$ cat config.mk
export PLATFORM = sky130hd
export DESIGN_NAME = dla_ctrl
export DESIGN_NICKNAME = d
export VERILOG_FILES = /design/src/hw/rtl/dla_pkg.sv /design/src/hw/rtl/dla_ctrl.sv
export SDC_FILE = /design/constraint.sdc
export NUM_CORES = 1
export LEC_CHECK = 0
export ABC_AREA = 1
export BUFFER_PORTS_ARGS = -buffer_cell sky130_fd_sc_hd__buf_4
export CAP_MARGIN = 40
export CORE_AREA = 2 2 163 165
export DETAILED_ROUTE_END_ITERATION = 10
export DIE_AREA = 0 0 165 167
export PLACE_DENSITY = 0.71
export SYNTH_ARGS = -nofsm -noshare
export SYNTH_HDL_FRONTEND = slang
export SYNTH_SLANG_ARGS = --single-unit
$ cat constraint.sdc
create_clock -name clk -period 7.9 [get_ports clk]
set_input_delay 0.395 -clock clk [delete_from_list [all_inputs] [get_ports clk]]
set_output_delay 0.395 -clock clk [all_outputs]
set_load 0.02 [all_outputs]
$ cat src/hw/rtl/dla_pkg.sv
package dla_pkg;

  localparam int POOL_DEPTH = 256;
  localparam int IDX_W = (POOL_DEPTH > 1) ? $clog2(POOL_DEPTH) : 1;

  localparam int ADDR_W = 32;
  localparam int MAC_W = 48;
  localparam int TIME_W = 48;
  localparam int CFG_IDX_W = 2;

  typedef logic [IDX_W-1:0] idx_t;

  localparam logic [1:0] KIND_NONE  = 2'd0;
  localparam logic [1:0] KIND_OFFER = 2'd1;
  localparam logic [1:0] KIND_ACK   = 2'd2;
  localparam logic [1:0] KIND_NAK   = 2'd3;

  localparam logic [7:0] MSG_DISCOVER = 8'd1;
  localparam logic [7:0] MSG_REQUEST  = 8'd3;

  localparam logic [CFG_IDX_W-1:0] CFG_POOL_FIRST    = 2'd0;
  localparam logic [CFG_IDX_W-1:0] CFG_POOL_LAST     = 2'd1;
  localparam logic [CFG_IDX_W-1:0] CFG_LEASE_SECONDS = 2'd2;

  localparam logic [31:0] LEASE_SECONDS_RESET = 32'd3600;

  typedef enum logic [1:0] {
    ST_IDLE,
    ST_READ,
    ST_CHECK,
    ST_COMMIT
  } state_t;

  typedef struct packed {
    idx_t rd_addr;
    idx_t wr_addr;
    logic wr_mac;
    logic wr_exp;
    logic set_act;
  } store_cmd_t;

  typedef struct packed {
    logic             act;
    logic [MAC_W-1:0] mac;
    logic [TIME_W-1:0] expiry;
  } store_rd_t;

endpackage

$ cat src/hw/rtl/dla_ctrl.sv
module dla_ctrl (
  input  logic                        clk,
  input  logic                        rst,
  input  logic                        start,
  output logic                        busy,
  input  logic                        op,
  input  logic [7:0]                  msg_code,
  input  logic [dla_pkg::MAC_W-1:0]   client_mac,
  input  logic [dla_pkg::ADDR_W-1:0]  requested_addr,
  input  logic [dla_pkg::ADDR_W-1:0]  client_addr,
  input  logic [dla_pkg::ADDR_W-1:0]  pool_first,
  input  dla_pkg::idx_t               last_idx,
  input  logic [dla_pkg::TIME_W-1:0]  time_now,
  input  dla_pkg::store_rd_t          rd,
  output dla_pkg::store_cmd_t         cmd,
  output logic [dla_pkg::MAC_W-1:0]   mac_data,
  output logic                        reply_valid,
  output logic [1:0]                  reply_kind,
  output logic [dla_pkg::ADDR_W-1:0]  reply_addr
);
  import dla_pkg::*;

  state_t state, state_next;
  idx_t   idx, idx_next;
  idx_t   sel, sel_next;
  idx_t   free_idx, free_idx_next;
  logic   found, found_next;
  logic   claim, claim_next;
  logic   free_found, free_found_next;
  logic   is_req, is_req_next;
  logic [MAC_W-1:0]  mac, mac_next;
  logic [ADDR_W-1:0] req_addr, req_addr_next;
  logic              reply_valid_next;
  logic [1:0]        reply_kind_next;
  logic [ADDR_W-1:0] reply_addr_next;

  logic              accept;
  logic              match_hit;
  logic              free_hit;
  logic [ADDR_W-1:0] entry_addr;
  logic              addr_match;

  assign busy       = (state != ST_IDLE);
  assign accept     = start && !busy;
  assign mac_data   = mac;

  // shared compare unit: one entry per read/check pair
  assign match_hit  = rd.act && (rd.mac == mac);
  assign free_hit   = !rd.act || (time_now > rd.expiry);
  assign entry_addr = pool_first + ADDR_W'(sel);
  assign addr_match = (entry_addr == req_addr);

  always_ff @(posedge clk) begin
    if (rst) begin
      state       <= ST_IDLE;
      reply_valid <= 1'b0;
    end else begin
      state       <= state_next;
      reply_valid <= reply_valid_next;
    end
  end

  always_ff @(posedge clk) begin
    idx        <= idx_next;
    sel        <= sel_next;
    free_idx   <= free_idx_next;
    found      <= found_next;
    claim      <= claim_next;
    free_found <= free_found_next;
    is_req     <= is_req_next;
    mac        <= mac_next;
    req_addr   <= req_addr_next;
    reply_kind <= reply_kind_next;
    reply_addr <= reply_addr_next;
  end

  always_comb begin
    state_next       = state;
    idx_next         = idx;
    sel_next         = sel;
    free_idx_next    = free_idx;
    found_next       = found;
    claim_next       = claim;
    free_found_next  = free_found;
    is_req_next      = is_req;
    mac_next         = mac;
    req_addr_next    = req_addr;
    reply_valid_next = 1'b0;
    reply_kind_next  = reply_kind;
    reply_addr_next  = reply_addr;
    cmd.rd_addr      = idx;
    cmd.wr_addr      = sel;
    cmd.wr_mac       = 1'b0;
    cmd.wr_exp       = 1'b0;
    cmd.set_act      = 1'b0;

    unique case (state)
      ST_IDLE: begin
        if (accept) begin
          mac_next        = client_mac;
          req_addr_next   = (requested_addr == '0) ? client_addr : requested_addr;
          is_req_next     = (msg_code == MSG_REQUEST);
          idx_next        = '0;
          found_next      = 1'b0;
          claim_next      = 1'b0;
          free_found_next = 1'b0;
          if (op && (msg_code == MSG_DISCOVER || msg_code == MSG_REQUEST)) begin
            state_next = ST_READ;
          end else begin
            reply_valid_next = 1'b1;
            reply_kind_next  = KIND_NONE;
            reply_addr_next  = '0;
          end
        end
      end
      ST_READ: begin
        state_next = ST_CHECK;
      end
      ST_CHECK: begin
        if (match_hit) begin
          sel_next   = idx;
          found_next = 1'b1;
          claim_next = 1'b0;
          state_next = ST_COMMIT;
        end else begin
          if (free_hit && !free_found) begin
            free_idx_next   = idx;
            free_found_next = 1'b1;
          end
          if (idx == last_idx) begin
            found_next = free_found || free_hit;
            claim_next = free_found || free_hit;
            sel_next   = free_found ? free_idx : idx;
            state_next = ST_COMMIT;
          end else begin
            idx_next   = idx + 1'b1;
            state_next = ST_READ;
          end
        end
      end
      ST_COMMIT: begin
        cmd.wr_mac       = found && claim;
        cmd.set_act      = found && claim;
        cmd.wr_exp       = found && (claim || (is_req && addr_match));
        reply_valid_next = 1'b1;
        state_next       = ST_IDLE;
        if (is_req) begin
          reply_kind_next = (found && addr_match) ? KIND_ACK : KIND_NAK;
          reply_addr_next = req_addr;
        end else if (found) begin
          reply_kind_next = KIND_OFFER;
          reply_addr_next = entry_addr;
        end else begin
          reply_kind_next = KIND_NONE;
          reply_addr_next = '0;
        end
      end
      default: begin
        state_next = ST_IDLE;
      end
    endcase
  end

  a_reply_when_idle: assert property (@(posedge clk) disable iff (rst)
    reply_valid |-> !busy)
    else $error("reply strobe while busy");

  a_tick_replies_next: assert property (@(posedge clk) disable iff (rst)
    (accept && !op) |=> (reply_valid && reply_kind == KIND_NONE))
    else $error("tick transaction did not reply in the next cycle");

  a_claim_sets_active: assert property (@(posedge clk) disable iff (rst)
    cmd.wr_mac |-> (cmd.set_act && cmd.wr_exp))
    else $error("claim without active and expiry write");

  a_check_after_read: assert property (@(posedge clk) disable iff (rst)
    (state == ST_CHECK) |-> ($past(state) == ST_READ))
    else $error("entry checked without a preceding read");

  a_offer_from_commit: assert property (@(posedge clk) disable iff (rst)
    (reply_valid && reply_kind != KIND_NONE) |-> ($past(state) == ST_COMMIT))
    else $error("reply issued outside commit");

endmodule

---- Word-level counts from Yosys, hierarchy flattened ----
Cells that the tools add are included.
W data, S select, Z words.
storage, ports and cells
  register bits ........................... 145
  input bits .............................. 309
  word-level logic and storage cells ...... 98
  output and inout port bits .............. 103
cells by class
  magnitude comparators ................... 1
  reduce and logical (&&, ||, !) cells .... 29
  add/sub/neg operators ................... 2
  eq/ne operators ......................... 15
  muxes and demuxes ....................... 37
  bitwise gates (word level) .............. 1
operators with widths
  kind                   count
  $mux W32               5
  $pmux W32 S2           1
  $eq A48 B48 Y1         1
  $gt A48 B48 Y1         1
  $mux W8                6
  $add A32 B8 Y32        1
  $eq A32 B32 Y1         1
  $logic_not A32 Y1      1
  $pmux W8 S2            1
  $mux W2                7
  $ne A2 B2 Y1 const B   6
  $mux W1                10
  $reduce_and A3 Y1      3
  $add A8 B1 Y8 const B  1
  $eq A8 B1 Y1 const B   1
  $eq A8 B2 Y1 const B   1
  $eq A8 B8 Y1           1
  $logic_and A1 B1 Y1    8
  $pmux W1 S2            4
  $pmux W2 S4            1
  $reduce_and A4 Y1      2
  $reduce_bool A2 Y1     4
  $reduce_and A2 Y1      3
  $eq A2 B2 Y1 const B   2
  8 further kinds        13

---- Longest topological paths before layout ----
  word-level depth ........................ 6
  mapped depth ............................ 20
  mapped depth without buffers ............ 20

---- Least setup slack after synthesis ----
Ideal clock, no wire load.
  kind .................................... reg2reg
  start point ............................. register state[0]
  end point ............................... register reply_addr[0] (netlist name) (enable)
  data arrival time ....................... 3,715 ps
  path buffers ............................ 0
  data required time ...................... 7,428 ps
  stages on the path, launching flop included .. 7
  path slack .............................. 3,712 ps
  path through ............................ dfxtp_1 > inv_1 > ha_1 > nand2_1 > inv_1 > nand2_1 > o21ai_0
on the way
  cells in the longest elaborated chain, start to end .. 5
ends and longest elaborated chain
  item                                    line            RTL
  start, declared                         dla_ctrl.sv:23  state_t state, state_next;
  start signal, assigned                  dla_ctrl.sv:58  state <= state_next;
  $reduce_bool A2 Y1                      dla_ctrl.sv:43  assign busy = (state != ST_IDLE);
  $logic_not A1 Y1                        dla_ctrl.sv:44  assign accept = start && !busy;
  $logic_and A1 B1 Y1                     dla_ctrl.sv:44
  $ne A2 B2 Y1 (no source line)           n/a
  $reduce_and A3 Y1 (no source line) (*)  n/a
  end signal, assigned                    dla_ctrl.sv:74  reply_addr <= reply_addr_next;
  end, declared                           dla_ctrl.sv:19  output logic [dla_pkg::ADDR_W-1:0] reply_addr
Mark *: on every way between the ends. The rest lies on a longest branch, timed or not.
A chain may end at the register's enable or synchronous reset.

==> results.yml <==
floorplanning:
  fp-row-count: 59
  design.die.area_um2: 27600
  die_y_um: 167
  io_pins: 412
  initial_core_util: 0.397
  floorplan.core_area_um2: 25800
  die_width_um: 165
clocking:
  ctsResizeCount: 0
  clkLatencyLatePin_ns: 0.44
  cts_tree: "built"
  cts_root_buf: "clkbuf_16"
  cts_buffers: 17
  clk_pin_slew_worst_paths_ns: 0.08
  cts.path.max_buffers: 2
  cts_hold_buffers: 0
  cts_post_setup_buffers_inserted: 0
  cts-htree-levels: 4
  cts_sinks: 145
sta:
  layout_worst_path_cycle_share: 0.465
  clock.fmax_mhz: 272
  period_minus_slack_ns: 3.67
  setup_total_negative_slack_ns: 0
  finClkSkew_ns: 0.0212
  slew_violations: 0
  rsz_0062_raised_after_global_routing: "no"
  slew_headroom: 0.423
  final.setup.worst_slack_ns: 4.23
  setup-violations-final: 0
  final-hold-violation-count: 0
  worstMarginPinSlew_ns: 0.865
routing:
  ant_nets: 0
  drt_first_pass_iters: 6
  routed_via_density: 5.00
  initialDrtViolationCount: 824
  wl_per_cell_um: 17.3
  remaining_drc_errors: 0
  drt-total-wl_um: 36300
  dr_total_vias: 10500
power:
  total_power_uw: 2180
  p_leak_uw: 0.00731
  powerDensity_nw_per_um2: 152
  worst_case_vdd_ir_drop_mv: 0.127
placement:
  place_congestion: 0.931
  place.port_buffers: 411
  placedCellCount: 2062
  pre_cts_slack_ns: 4.61
  dp_hpwl_um: 30800
critical_path:
  critPathCaptureType: "output pin"
  critical_path.reg2reg.endpoint: "reply_kind[0]"
  timing.reg2reg.worst_path_depth: 19
  cp_num_cells: 19
  timing_worst_setup_path_type: "reg -> out"
  cp_data_arrival_time_ns: 3.28
  critPathLaunch: "sel[0]"
  sequence_of_cells_on_the_critical_path: "ha_1 -> inv_1 -> fa_1 -> inv_1 -> nand3_1 -> nand2_1 -> nand2_1 -> nand2_1 -> nand2_1 -> nand2_1 -> nand2_1 -> nand2_1 -> nand3_1 -> nor2_1 -> nand3_1 -> nor2_1 -> nand4_1 -> nand2_1 -> buf_4"
  data_required_time_at_the_worst_endpoint_ns: 7.51
  cp-endpoint: "cmd[1]"
  worst_r2r_startpoint: "sel[0]"
  timing.reg2reg.setup_slack_ns: 4.94
  critical_path_buf_inv_count: 3
  crit_path_max_incr_delay_ns: 0.41
  critPathSlowestCell: "edfxtp_1"
  cp-start-kind: "register"
  crit_fanout: 5
  cpMostUsedCell: "nand2_1"
  worst_path_dominant_cell_family: "simple AND/OR/NAND/NOR gates"
yosys:
  netlist-cell-type-count: 42
  yosys_top_cell_area_share: 0.417
  async_flop_share: 0
  ys_seq_area_frac: 0.423
  synthTopCellsByArea: "edfxtp_1 (42%), nand2_1 (12%), inv_1 (10%)"
  yosysMostFrequentCell: "nand2_1"
  syn_nets: 1694
  synth_top_cell_by_area: "edfxtp_1"
  syn-instance-count: 1324
  syn-cell-area_um2: 10200
  synth.yosys.warnings: 0
  dominantRegCellSynth: "edfxtp_1"
  ys_top_cells_by_count: "nand2_1 (319), inv_1 (277), edfxtp_1 (142), nor2_1 (106), nand3_1 (95)"
  number_of_enable_type_register_cells_in_the_synthesized_netlist: 142
  syn_avg_cell_area_um2: 7.72
  postSynthRegisterBits: 145
finish:
  layout.nets: 2116
  multi_input_area_um2: 4810
  drive_gt1_frac: 0.281
  area_growth_pct: 40.4
  layout.area.seq_um2: 4320
  number_of_cells_in_the_finished_layout_apart_from_fillers: 2096
  post-route-util: 0.557
  nFillCells: 2410
job:
  cap_violations: 0
grt:
  grt_pass1_wl_um: 54500
  number_of_antenna_violations_at_the_first_check_in_global_routing: 2
  sum_of_overflow_across_all_layers_after_global_routing: 0
  grt_pass1_vias: 10300
  pin_count_of_the_biggest_net_entering_global_routing: 65
  global_route.usage.total: 0.262
worst_hold_path:
  hold_class: "in -> reg"
run_status:
  outcome: "finished clean"
[logic make-up after synthesis]
group                      after synthesis  synth area share
AOI/OAI and AO/OA                      144            0.0777
adders and majority gates               61            0.0754
DFF                                    145             0.423
buffers and inverters                  292             0.108
xor gates and xnor gates                25            0.0242
and+or+nand+nor                        657             0.292
[placed cells by master (no fill, tap or decap), drive strengths merged, types with 2 or more instances in the layout]
cell       n
a211oi     2
a21oi     62
and2       2
buf      416
clkbuf    17
clkinv     7
dfxtp      3
diode      2
edfxtp   142
ha        60
inv      287
nand2    332
nand3    101
nand3b    16
nand4     38
nor2     112
nor3      17
nor3b      2
nor4      19
nor4b      2
o2111ai    5
o21ai     48
o21bai    11
o22ai     13
or2       13
xnor2     12
xor2      11
[cell type report]
cell class | instances | share of cell area
Sequential cell | 145 | 0.301
Clock buffer | 17 | 0.0296
Tap cell | 335 | 0.0292
Timing Repair Buffer | 416 | 0.219
Multi-Input combinational cell | 887 | 0.335
Inverter | 279 | 0.0731
Antenna cell | 2 | 0.000349
Clock inverter | 15 | 0.0126
[where the power goes]
part	internal, µW	total (µW)	switching, µW
sequential	882	911	28.7
clock	430	833	402
combinational	208	434	226
total	1520	2180	657
[how the worst min path moves through the flow]
stage | cells after the start | endpoint | slack (ns) | startpoint
6_report | 1 | mac_data[25] | 0.12 | client_mac[25]
5_1_grt | 1 | mac_data[7] | 0.11 | client_mac[7]
4_1_cts | 1 | mac_data[43] | 0.12 | client_mac[43]
3_5_place_dp | 2 | state[0] | 0.47 | state[0]
3_3_place_gp | 2 | state[0] | 0.47 | state[0]
2_1_floorplan | 2 | state[0] | 0.45 | state[0]
[routing by layer]
metal	track usage	routed length [µm]
met1	0.307	13900
met2	0.445	17700
met3	0.0635	2980
met4	0.125	1680
met5	0	0
[sequential cells by signal, indices dropped and copies added, names as in the netlist]
name         cells
mac_data        48
reply_addr      32
req_addr        32
free_idx         8
idx              8
sel              8
reply_kind       2
state            2
claim            1
found            1
free_found       1
is_req           1
reply_valid      1
[stage by stage]
step	instance area (µm²)	hold WS, ns
2_1_floorplan	10200	0.450
3_3_place_gp	13700	0.468
3_5_place_dp	13700	0.473
4_1_cts	14300	0.116
5_1_grt	14400	0.112
6_report	14400	0.122
Note: power is estimated with default switching activity, not from simulation.
